`config.mk`:
```
export PLATFORM = sky130hd
export DESIGN_NAME = multi_mode_string_escaper_flat
export DESIGN_NICKNAME = d
export VERILOG_FILES = /design/src/sv/mmse_pkg.sv /design/src/sv/mmse_in_if.sv /design/src/sv/mmse_out_if.sv /design/src/sv/multi_mode_string_escaper.sv /design/src/sv/mmse_front.sv /design/src/sv/mmse_fifo.sv /design/src/sv/mmse_back.sv /design/src/flat_wrapper.sv
export SDC_FILE = /design/constraint.sdc
export NUM_CORES = 1
export LEC_CHECK = 0
export BUFFER_PORTS_ARGS = -buffer_cell sky130_fd_sc_hd__buf_2
export CAP_MARGIN = 10
export CORE_MARGIN = 1
export CORE_UTILIZATION = 60
export CTS_BUF_LIST = sky130_fd_sc_hd__clkbuf_8
export CTS_CLUSTER_DIAMETER = 100
export DETAILED_ROUTE_END_ITERATION = 6
export GPL_TIMING_DRIVEN = 1
export MAX_ROUTING_LAYER = met4
export PLACE_DENSITY = 0.74
export SLEW_MARGIN = 20
export SYNTH_ARGS = -nofsm -noshare
export SYNTH_HDL_FRONTEND = slang
export SYNTH_SLANG_ARGS = --single-unit
export TNS_END_PERCENT = 100
```
`constraint.sdc`:
```
create_clock -name clk -period 7.1 [get_ports clk]
set_clock_uncertainty 0.15 [all_clocks]
set_input_delay 1.065 -clock clk [delete_from_list [all_inputs] [get_ports clk]]
set_output_delay 1.065 -clock clk [all_outputs]
set_load 0.05 [all_outputs]
```
`src/sv/mmse_pkg.sv`:
```
// Shared types, mode codes, character codes and encoding helpers for the string escaper.
package mmse_pkg;

  localparam int MODE_W = 4;
  localparam int MAX_CHARS = 6;
  localparam int LEN_W = 3;

  localparam logic [MODE_W-1:0] MODE_SQUOTE     = 4'd0;
  localparam logic [MODE_W-1:0] MODE_DQUOTE     = 4'd1;
  localparam logic [MODE_W-1:0] MODE_HTML       = 4'd2;
  localparam logic [MODE_W-1:0] MODE_LDAP_FLT   = 4'd3;
  localparam logic [MODE_W-1:0] MODE_LDAP_RDN   = 4'd4;
  localparam logic [MODE_W-1:0] MODE_URL        = 4'd5;
  localparam logic [MODE_W-1:0] MODE_B64_STD    = 4'd6;
  localparam logic [MODE_W-1:0] MODE_B64_URL    = 4'd7;
  localparam logic [MODE_W-1:0] MODE_B64_IMAP   = 4'd8;
  localparam logic [MODE_W-1:0] MODE_SQL_SQUOTE = 4'd9;
  localparam logic [MODE_W-1:0] MODE_SQL_BQUOTE = 4'd10;

  localparam logic [7:0] CH_LF      = 8'h0A;
  localparam logic [7:0] CH_SPACE   = 8'h20;
  localparam logic [7:0] CH_DQUOTE  = 8'h22;
  localparam logic [7:0] CH_HASH    = 8'h23;
  localparam logic [7:0] CH_PERCENT = 8'h25;
  localparam logic [7:0] CH_AMP     = 8'h26;
  localparam logic [7:0] CH_SQUOTE  = 8'h27;
  localparam logic [7:0] CH_LPAREN  = 8'h28;
  localparam logic [7:0] CH_RPAREN  = 8'h29;
  localparam logic [7:0] CH_STAR    = 8'h2A;
  localparam logic [7:0] CH_PLUS    = 8'h2B;
  localparam logic [7:0] CH_COMMA   = 8'h2C;
  localparam logic [7:0] CH_MINUS   = 8'h2D;
  localparam logic [7:0] CH_DOT     = 8'h2E;
  localparam logic [7:0] CH_SLASH   = 8'h2F;
  localparam logic [7:0] CH_SEMI    = 8'h3B;
  localparam logic [7:0] CH_LT      = 8'h3C;
  localparam logic [7:0] CH_EQUAL   = 8'h3D;
  localparam logic [7:0] CH_GT      = 8'h3E;
  localparam logic [7:0] CH_BSLASH  = 8'h5C;
  localparam logic [7:0] CH_USCORE  = 8'h5F;
  localparam logic [7:0] CH_BQUOTE  = 8'h60;
  localparam logic [7:0] CH_TILDE   = 8'h7E;

  // Entity texts, first character in the lowest slot.
  localparam logic [MAX_CHARS-1:0][7:0] ENT_QUOT =
      {8'h3B, 8'h74, 8'h6F, 8'h75, 8'h71, 8'h26};
  localparam logic [MAX_CHARS-1:0][7:0] ENT_AMP =
      {8'h00, 8'h3B, 8'h70, 8'h6D, 8'h61, 8'h26};
  localparam logic [MAX_CHARS-1:0][7:0] ENT_LT =
      {8'h00, 8'h00, 8'h3B, 8'h74, 8'h6C, 8'h26};
  localparam logic [MAX_CHARS-1:0][7:0] ENT_GT =
      {8'h00, 8'h00, 8'h3B, 8'h74, 8'h67, 8'h26};

  typedef struct packed {
    logic [MAX_CHARS-1:0][7:0] chars;
    logic [LEN_W-1:0]          len;
    logic                      eos;
  } job_t;

  function automatic logic [7:0] hex_digit(input logic [3:0] n);
    logic [7:0] w;
    w = {4'd0, n};
    return (n < 4'd10) ? 8'(8'd48 + w) : 8'(8'd55 + w);
  endfunction

  function automatic logic [7:0] b64_char(input logic [5:0] v, input logic [MODE_W-1:0] mode);
    logic [7:0] w;
    logic [7:0] r;
    w = {2'd0, v};
    if (v < 6'd26) begin
      r = 8'(8'd65 + w);
    end else if (v < 6'd52) begin
      r = 8'(8'd71 + w);
    end else if (v < 6'd62) begin
      r = 8'(w - 8'd4);
    end else if (v == 6'd62) begin
      r = (mode == MODE_B64_URL) ? CH_MINUS : CH_PLUS;
    end else if (mode == MODE_B64_URL) begin
      r = CH_USCORE;
    end else begin
      r = (mode == MODE_B64_IMAP) ? CH_COMMA : CH_SLASH;
    end
    return r;
  endfunction

endpackage

```
`src/sv/mmse_in_if.sv`:
```
// Input channel carrying one source string item.
interface mmse_in_if;
  logic       valid;
  logic       ready;
  logic       has_char;
  logic [7:0] char_in;
  logic       end_of_string;

  modport source (output valid, has_char, char_in, end_of_string, input ready);
  modport sink (input valid, has_char, char_in, end_of_string, output ready);
endinterface

```
`src/sv/mmse_out_if.sv`:
```
// Output channel carrying one encoded character item.
interface mmse_out_if;
  logic       valid;
  logic       ready;
  logic [7:0] char_out;
  logic       run_last;
  logic       string_done;

  modport source (output valid, char_out, run_last, string_done, input ready);
  modport sink (input valid, char_out, run_last, string_done, output ready);
endinterface

```
`src/sv/multi_mode_string_escaper.sv`:
```
// Top level of the multi-mode string escaper.
// Each accepted input item produces between zero and six output items, one character per
// cycle at the output port while it is ready: one or two for backslash and SQL quoting,
// up to six for an HTML entity, three for a hex escape, and four for a completed or flushed
// base64 group. The output port sets the rate; the input takes one item per cycle while
// the job queue (QUEUE_DEPTH entries) has room, and items that yield nothing are not
// queued. The mode register must only be written while the block is idle.
module multi_mode_string_escaper #(
  parameter int QUEUE_DEPTH = 2
) (
  input  logic                        clk,
  input  logic                        rst,
  input  logic                        cfg_we,
  input  logic [mmse_pkg::MODE_W-1:0] cfg_wdata,
  mmse_in_if.sink                     in_chan,
  mmse_out_if.source                  out_chan
);

  logic [mmse_pkg::MODE_W-1:0] quote_mode;
  logic                        q_push;
  logic                        q_full;
  logic                        q_pop;
  logic                        q_not_empty;
  mmse_pkg::job_t              q_in;
  mmse_pkg::job_t              q_out;

  always_ff @(posedge clk) begin
    if (rst) begin
      quote_mode <= mmse_pkg::MODE_SQUOTE;
    end else if (cfg_we) begin
      quote_mode <= cfg_wdata;
    end
  end

  mmse_front u_front (
    .clk     (clk),
    .rst     (rst),
    .mode    (quote_mode),
    .in_chan (in_chan),
    .q_full  (q_full),
    .q_push  (q_push),
    .q_data  (q_in)
  );

  mmse_fifo #(
    .DEPTH (QUEUE_DEPTH)
  ) u_fifo (
    .clk       (clk),
    .rst       (rst),
    .push      (q_push),
    .push_data (q_in),
    .full      (q_full),
    .pop       (q_pop),
    .not_empty (q_not_empty),
    .pop_data  (q_out)
  );

  mmse_back u_back (
    .clk         (clk),
    .rst         (rst),
    .q_not_empty (q_not_empty),
    .q_data      (q_out),
    .q_pop       (q_pop),
    .out_chan    (out_chan)
  );

endmodule

```
`src/sv/mmse_front.sv`:
```
// Front end: accepts string items, tracks base64 state and builds character jobs.
module mmse_front (
  input  logic                        clk,
  input  logic                        rst,
  input  logic [mmse_pkg::MODE_W-1:0] mode,
  mmse_in_if.sink                     in_chan,
  input  logic                        q_full,
  output logic                        q_push,
  output mmse_pkg::job_t              q_data
);

  logic [15:0] pending_bytes;
  logic [15:0] pending_bytes_next;
  logic [1:0]  pending_count;
  logic [1:0]  pending_count_next;

  logic        fire;
  logic        has;
  logic [7:0]  ch;
  logic [7:0]  hex_hi;
  logic [7:0]  hex_lo;
  logic        special;
  logic        group_done;
  logic [7:0]  b0;
  logic [7:0]  b1;
  mmse_pkg::job_t job;

  assign in_chan.ready = !q_full;
  assign fire = in_chan.valid && in_chan.ready;
  assign has = in_chan.has_char && (in_chan.char_in != 8'd0);
  assign ch = in_chan.char_in;
  assign hex_hi = mmse_pkg::hex_digit(ch[7:4]);
  assign hex_lo = mmse_pkg::hex_digit(ch[3:0]);

  always_comb begin
    special = 1'b0;
    if (mode == mmse_pkg::MODE_LDAP_FLT) begin
      case (ch) inside
        mmse_pkg::CH_LF, mmse_pkg::CH_STAR, mmse_pkg::CH_LPAREN, mmse_pkg::CH_RPAREN,
        mmse_pkg::CH_BSLASH: special = 1'b1;
        default: special = 1'b0;
      endcase
    end else if (mode == mmse_pkg::MODE_LDAP_RDN) begin
      case (ch) inside
        mmse_pkg::CH_LF, mmse_pkg::CH_SPACE, mmse_pkg::CH_DQUOTE, mmse_pkg::CH_HASH,
        mmse_pkg::CH_PLUS, mmse_pkg::CH_COMMA, mmse_pkg::CH_SEMI, mmse_pkg::CH_LT,
        mmse_pkg::CH_EQUAL, mmse_pkg::CH_GT, mmse_pkg::CH_BSLASH: special = 1'b1;
        default: special = 1'b0;
      endcase
    end else if (mode == mmse_pkg::MODE_URL) begin
      special = !((ch >= 8'h30 && ch <= 8'h39) || (ch >= 8'h41 && ch <= 8'h5A) ||
                  (ch >= 8'h61 && ch <= 8'h7A) || ch == mmse_pkg::CH_MINUS ||
                  ch == mmse_pkg::CH_DOT || ch == mmse_pkg::CH_USCORE ||
                  ch == mmse_pkg::CH_TILDE);
    end
  end

  always_comb begin
    job = '0;
    job.eos = in_chan.end_of_string;
    pending_bytes_next = pending_bytes;
    pending_count_next = pending_count;
    group_done = 1'b0;
    b0 = 8'd0;
    b1 = 8'd0;
    unique case (mode) inside
      mmse_pkg::MODE_SQUOTE, mmse_pkg::MODE_DQUOTE: begin
        if (has) begin
          if (ch == mmse_pkg::CH_BSLASH ||
              ch == ((mode == mmse_pkg::MODE_SQUOTE) ? mmse_pkg::CH_SQUOTE
                                                     : mmse_pkg::CH_DQUOTE)) begin
            job.chars[0] = mmse_pkg::CH_BSLASH;
            job.chars[1] = ch;
            job.len = 3'd2;
          end else begin
            job.chars[0] = ch;
            job.len = 3'd1;
          end
        end
      end
      mmse_pkg::MODE_HTML: begin
        if (has) begin
          case (ch)
            mmse_pkg::CH_DQUOTE: begin
              job.chars = mmse_pkg::ENT_QUOT;
              job.len = 3'd6;
            end
            mmse_pkg::CH_AMP: begin
              job.chars = mmse_pkg::ENT_AMP;
              job.len = 3'd5;
            end
            mmse_pkg::CH_LT: begin
              job.chars = mmse_pkg::ENT_LT;
              job.len = 3'd4;
            end
            mmse_pkg::CH_GT: begin
              job.chars = mmse_pkg::ENT_GT;
              job.len = 3'd4;
            end
            default: begin
              job.chars[0] = ch;
              job.len = 3'd1;
            end
          endcase
        end
      end
      mmse_pkg::MODE_LDAP_FLT, mmse_pkg::MODE_LDAP_RDN, mmse_pkg::MODE_URL: begin
        if (has) begin
          if (special) begin
            job.chars[0] = (mode == mmse_pkg::MODE_URL) ? mmse_pkg::CH_PERCENT
                                                        : mmse_pkg::CH_BSLASH;
            job.chars[1] = hex_hi;
            job.chars[2] = hex_lo;
            job.len = 3'd3;
          end else begin
            job.chars[0] = ch;
            job.len = 3'd1;
          end
        end
      end
      mmse_pkg::MODE_B64_STD, mmse_pkg::MODE_B64_URL, mmse_pkg::MODE_B64_IMAP: begin
        if (has) begin
          if (pending_count == 2'd2) begin
            group_done = 1'b1;
            b0 = pending_bytes[15:8];
            b1 = pending_bytes[7:0];
            job.chars[0] = mmse_pkg::b64_char(b0[7:2], mode);
            job.chars[1] = mmse_pkg::b64_char({b0[1:0], b1[7:4]}, mode);
            job.chars[2] = mmse_pkg::b64_char({b1[3:0], ch[7:6]}, mode);
            job.chars[3] = mmse_pkg::b64_char(ch[5:0], mode);
            job.len = 3'd4;
            pending_bytes_next = 16'd0;
            pending_count_next = 2'd0;
          end else begin
            pending_bytes_next = {pending_bytes[7:0], ch};
            pending_count_next = 2'(pending_count + 2'd1);
          end
        end
        if (in_chan.end_of_string && !group_done) begin
          if (pending_count_next == 2'd1) begin
            b0 = pending_bytes_next[7:0];
            job.chars[0] = mmse_pkg::b64_char(b0[7:2], mode);
            job.chars[1] = mmse_pkg::b64_char({b0[1:0], 4'd0}, mode);
            job.chars[2] = mmse_pkg::CH_EQUAL;
            job.chars[3] = mmse_pkg::CH_EQUAL;
            job.len = 3'd4;
          end else if (pending_count_next == 2'd2) begin
            b0 = pending_bytes_next[15:8];
            b1 = pending_bytes_next[7:0];
            job.chars[0] = mmse_pkg::b64_char(b0[7:2], mode);
            job.chars[1] = mmse_pkg::b64_char({b0[1:0], b1[7:4]}, mode);
            job.chars[2] = mmse_pkg::b64_char({b1[3:0], 2'd0}, mode);
            job.chars[3] = mmse_pkg::CH_EQUAL;
            job.len = 3'd4;
          end
        end
      end
      mmse_pkg::MODE_SQL_SQUOTE, mmse_pkg::MODE_SQL_BQUOTE: begin
        if (has) begin
          job.chars[0] = ch;
          if (ch == ((mode == mmse_pkg::MODE_SQL_SQUOTE) ? mmse_pkg::CH_SQUOTE
                                                         : mmse_pkg::CH_BQUOTE)) begin
            job.chars[1] = ch;
            job.len = 3'd2;
          end else begin
            job.len = 3'd1;
          end
        end
      end
      default: begin
        job.len = 3'd0;
      end
    endcase
    if (in_chan.end_of_string) begin
      pending_bytes_next = 16'd0;
      pending_count_next = 2'd0;
    end
  end

  assign q_push = fire && (job.len != 3'd0);
  assign q_data = job;

  always_ff @(posedge clk) begin
    if (rst) begin
      pending_bytes <= 16'd0;
      pending_count <= 2'd0;
    end else if (fire) begin
      pending_bytes <= pending_bytes_next;
      pending_count <= pending_count_next;
    end
  end

endmodule

```
`src/sv/mmse_fifo.sv`:
```
// Short job queue between the front end and the character emitter.
module mmse_fifo #(
  parameter int DEPTH = 2
) (
  input  logic           clk,
  input  logic           rst,
  input  logic           push,
  input  mmse_pkg::job_t push_data,
  output logic           full,
  input  logic           pop,
  output logic           not_empty,
  output mmse_pkg::job_t pop_data
);

  localparam int PTR_W = (DEPTH > 1) ? $clog2(DEPTH) : 1;
  localparam int CNT_W = $clog2(DEPTH + 1);

  mmse_pkg::job_t   mem [DEPTH];
  logic [PTR_W-1:0] wr_ptr;
  logic [PTR_W-1:0] rd_ptr;
  logic [CNT_W-1:0] count;

  assign full = (count == CNT_W'(DEPTH));
  assign not_empty = (count != '0);
  assign pop_data = mem[rd_ptr];

  always_ff @(posedge clk) begin
    if (push) begin
      mem[wr_ptr] <= push_data;
    end
  end

  always_ff @(posedge clk) begin
    if (rst) begin
      wr_ptr <= '0;
      rd_ptr <= '0;
      count <= '0;
    end else begin
      if (push) begin
        wr_ptr <= (wr_ptr == PTR_W'(DEPTH - 1)) ? '0 : PTR_W'(wr_ptr + 1'b1);
      end
      if (pop) begin
        rd_ptr <= (rd_ptr == PTR_W'(DEPTH - 1)) ? '0 : PTR_W'(rd_ptr + 1'b1);
      end
      if (push && !pop) begin
        count <= CNT_W'(count + 1'b1);
      end else if (pop && !push) begin
        count <= CNT_W'(count - 1'b1);
      end
    end
  end

endmodule

```
`src/sv/mmse_back.sv`:
```
// Back end: emits the characters of each queued job, one per cycle while the output is ready.
module mmse_back (
  input  logic           clk,
  input  logic           rst,
  input  logic           q_not_empty,
  input  mmse_pkg::job_t q_data,
  output logic           q_pop,
  mmse_out_if.source     out_chan
);

  mmse_pkg::job_t             cur;
  logic [mmse_pkg::LEN_W-1:0] idx;
  logic                       busy;
  logic                       last;
  logic                       fire;

  assign last = (mmse_pkg::LEN_W'(idx + 1'b1) == cur.len);
  assign fire = out_chan.valid && out_chan.ready;
  assign q_pop = q_not_empty && (!busy || (fire && last));

  assign out_chan.valid = busy;
  assign out_chan.char_out = cur.chars[idx];
  assign out_chan.run_last = last;
  assign out_chan.string_done = last && cur.eos;

  always_ff @(posedge clk) begin
    if (q_pop) begin
      cur <= q_data;
    end
  end

  always_ff @(posedge clk) begin
    if (rst) begin
      busy <= 1'b0;
      idx <= '0;
    end else if (q_pop) begin
      busy <= 1'b1;
      idx <= '0;
    end else if (fire) begin
      if (last) begin
        busy <= 1'b0;
      end else begin
        idx <= mmse_pkg::LEN_W'(idx + 1'b1);
      end
    end
  end

  a_idx_in_job: assert property (@(posedge clk) disable iff (rst)
    busy |-> (idx < cur.len))
    else $error("Character index ran past the job length.");

  a_job_nonempty: assert property (@(posedge clk) disable iff (rst)
    busy |-> (cur.len != '0))
    else $error("An empty job reached the emitter.");

  a_done_is_last: assert property (@(posedge clk) disable iff (rst)
    (out_chan.valid && out_chan.string_done) |-> out_chan.run_last)
    else $error("String end flagged on an item that is not the last of its run.");

  a_advance: assert property (@(posedge clk) disable iff (rst)
    (fire && !last) |=> (busy && idx == mmse_pkg::LEN_W'($past(idx) + 1'b1)))
    else $error("Emitter did not advance to the next character.");

endmodule
```
`src/flat_wrapper.sv`:
```
// flat-port wrapper written by rule: the top's interface ports become plain ports
module multi_mode_string_escaper_flat 
#(
  parameter int QUEUE_DEPTH = 2
)
  (clk, rst, cfg_we, cfg_wdata, in_chan_valid, in_chan_has_char, in_chan_char_in, in_chan_end_of_string, in_chan_ready, out_chan_valid, out_chan_char_out, out_chan_run_last, out_chan_string_done, out_chan_ready);
  mmse_in_if in_chan_i ();
  mmse_out_if out_chan_i ();
  input  logic clk;
  input  logic rst;
  input  logic cfg_we;
  input  logic [mmse_pkg::MODE_W-1:0] cfg_wdata;
  input wire logic [$bits(in_chan_i.valid)-1:0] in_chan_valid;
  input wire logic [$bits(in_chan_i.has_char)-1:0] in_chan_has_char;
  input wire logic [$bits(in_chan_i.char_in)-1:0] in_chan_char_in;
  input wire logic [$bits(in_chan_i.end_of_string)-1:0] in_chan_end_of_string;
  output wire logic [$bits(in_chan_i.ready)-1:0] in_chan_ready;
  output wire logic [$bits(out_chan_i.valid)-1:0] out_chan_valid;
  output wire logic [$bits(out_chan_i.char_out)-1:0] out_chan_char_out;
  output wire logic [$bits(out_chan_i.run_last)-1:0] out_chan_run_last;
  output wire logic [$bits(out_chan_i.string_done)-1:0] out_chan_string_done;
  input wire logic [$bits(out_chan_i.ready)-1:0] out_chan_ready;
  assign in_chan_i.valid = in_chan_valid;
  assign in_chan_i.has_char = in_chan_has_char;
  assign in_chan_i.char_in = in_chan_char_in;
  assign in_chan_i.end_of_string = in_chan_end_of_string;
  assign in_chan_ready = in_chan_i.ready;
  assign out_chan_valid = out_chan_i.valid;
  assign out_chan_char_out = out_chan_i.char_out;
  assign out_chan_run_last = out_chan_i.run_last;
  assign out_chan_string_done = out_chan_i.string_done;
  assign out_chan_i.ready = out_chan_ready;
  multi_mode_string_escaper #(.QUEUE_DEPTH(QUEUE_DEPTH)) u_core (.clk(clk), .rst(rst), .cfg_we(cfg_we), .cfg_wdata(cfg_wdata), .in_chan(in_chan_i), .out_chan(out_chan_i));
endmodule
```
==> metrics.cfg <==
[floorplan]
die_area_sq_um=18800
die_w_um=137
io_pins=31
start_util_pct=61.2
num_rows=49
core-area_sq_um=17900
die_h_um=137

[detailed_routing]
drc=0
dr.pass1.iters=6
drt_iter0_markers=1358
viasPerCell=7.03
detail-route-antenna-nets=0
drt-wirelength-per-cell_um=25.4
wirelength_mm=37.3
vias=10300

[synthesis]
ys_seq_elements=147
synth_ff_type=edfxtp_1
yosys_warnings=0
synthTopCellsByArea=edfxtp_1 (32%), ha_1 (5.9%), dfxtp_1 (5.5%)
synth_async_sr_flop_share_pct=0
synth_edf_count=117
synthTopCellsByCount=edfxtp_1 (117), a21oi_1 (106), nand2_1 (101)
yosysUniqueCellTypes=77
avgSynthCellArea_sq_um=8.77
synth_top_area_share_pct=32.1
synth_fp_nets=1321
ys_seq_area_share_pct=37.5
synth_most_common_cell=edfxtp_1
synthCells=1250
yosys.area.top_type=edfxtp_1
netlist_area_sq_um=11000

[clock_tree]
cts_tree=yes
cts-root-buf=clkbuf_8
cts.path.max_buffers=2
cts_setup_buffers=0
post_cts_resized=0
cts.sinks=147
clk_latency_ns=0.46
cts_made_buffers=17
cts-hold-fix-buffers=0
ctsHtreeMaxLevel=4
clk_pin_slew_ns=0.09

[global_route]
antenna_found_initial=0
first_global_vias=9525
grt_max_degree=45
grt_pass1_wl_mm=55.5
overflow=0
grt_util_all_layers_pct=41.6

[worst_setup_path]
arrival_ns=5.92
startpoint_type=input pin
crit_required_ns=7.15
end_kind=flop
path_class=input pin to flop
critPathMaxFanout=15

[sta]
slew_headroom_pct=21.2
final_max_slew_viol_count=0
rsz0062_at_grt=no
fin_ws_ns=1.23
period_needed_ns=5.87
worst_pin_slew_ns=1.18
setup_tns_ns=0
hold_violations=0
min_period_over_period_pct=82.7
fmax_mhz=170
setup_viol=0

[layout]
n_antenna_cell=0
layout.nets=1298
syn2layout_area_growth_pct=6.22
fillers=1508
drive_above_1_share_pct=12.3

[hold_path]
hold_path.class=flop to flop

[pwr]
power.leakage_nw=4.19
ir_worst_vdd_mv=0.598
power.density_nw_per_um2=234

[run_status]
status=finished clean

[placement]
io_buffer_count=30
pre_cts_slack_ns=1.17
hpwl_mm=27.3
place.gp.congestion=1.04

[run]
cap_violations=0

-- layout by cell type, fill, tap and decap left out, types with 5 or more instances in the layout --
master,count
edfxtp_1,117
a21oi_1,105
nand2_1,101
nor2_1,99
o21ai_0,85
inv_1,56
nor3_1,55
ha_1,52
mux2_2,40
nand3_1,35
xnor2_1,30
buf_2,30
dfxtp_1,29
nand4_1,28
a31oi_1,24
buf_4,24
a211oi_1,22
clkbuf_8,17
nor4_1,16
and2_1,15
mux2i_1,15
or3_1,15
nand2b_1,15
o211ai_1,15
nor2b_1,13
o221ai_1,12
o31ai_1,10
xor2_1,9
a21o_1,9
o21a_1,8
mux4_2,8
and3_1,6
a22oi_1,6
a221oi_1,6
a22o_1,5
o22ai_1,5
-- final cells by class --
cell class | instances | area (sq um) | area share (%)
flip-flops and latches | 147 | 4120 | 35.4
well taps | 229 | 287 | 2.46
multi-input cells | 948 | 6250 | 53.7
repair buffers | 54 | 330 | 2.84
clock inverters | 15 | 205 | 1.76
inverters | 59 | 221 | 1.90
clock buffers | 17 | 234 | 2.01
-- worst max-delay path, cell delays in order --
cell and delay [ns]:
buf_2 0.30, clkinv_1 0.37, ha_1 0.45, nand4_1 0.17
nand2_1 0.31, a21boi_0 0.81, ha_1 0.39, nand2_1 0.08
o41ai_1 0.27, a2bb2oi_1 0.38, nand2b_1 0.37, nand2_1 0.18
o221ai_1 0.21, a21oi_1 0.13, o221ai_1 0.40
-- flip-flops by register name, indices dropped and copies added, names as in the netlist, 2 cells and up --
register / flops
u_core.u_front.pending_count: 2
u_core.u_back.cur: 39
u_core.u_back.idx: 3
u_core.u_fifo.count: 2
u_core.quote_mode: 4
u_core.u_front.pending_bytes: 16
u_core.u_fifo.mem: 78
-- metal layers --
| metal | share of wire [%] | track usage [%] |
|---|---|---|
| met5 | 0 | - |
| met3 | 9.8 | 8.11 |
| met2 | 46 | 65.8 |
| met4 | 6.0 | 21.9 |
| met1 | 38 | 50.2 |
-- logic make-up after synthesis --
logic type / count (synthesis) / share of synthesized area [%]
compound gates: 361 / 21.0
fa+ha+maj: 52 / 5.94
xor+xnor: 39 / 3.12
buf+inv: 155 / 5.65
mux: 63 / 7.12
flops: 147 / 37.5
simple gates: 433 / 19.6
-- metrics by stage --
stage	cell area, sq um	cells	hold slack [ns]	power, W	utilization, %
after CTS	11600	1469	0.404	0.00273	65.0
after global placement	11200	1437	0.344	0.00198	62.6
after detailed placement	11200	1437	0.360	0.00200	62.6
final	11600	1469	0.404	0.00273	65.0
after global routing	11600	1469	0.413	0.00284	65.0
after floorplan	11000	1250	0.322	0.00177	-
-- worst paths after layout --
kind | from | depth (start not counted) | slack, ns | endpoint
worst max-delay path | in_chan_char_in[2] | 15 | 1.23 | u_core.u_fifo.mem[0][6]$_DFFE_PP_
worst min register to register | u_core.u_fifo.mem[1][22]$_DFFE_PP_ | 1 | 0.40 | u_core.u_back.cur[22]$_DFFE_PP_
worst min-delay path | u_core.u_fifo.mem[1][22]$_DFFE_PP_ | 1 | 0.40 | u_core.u_back.cur[22]$_DFFE_PP_
worst max register to register | u_core.u_front.pending_count[1]$_SDFFE_PP0P_ | 12 | 2.42 | u_core.u_fifo.mem[0][6]$_DFFE_PP_
-- report_power, final --
part           internal [W]  switching, W
Clock              0.000388      0.000349
Sequential          0.00112      0.000116
Combinational      0.000274      0.000479
(Power assumes the default switching activity.)
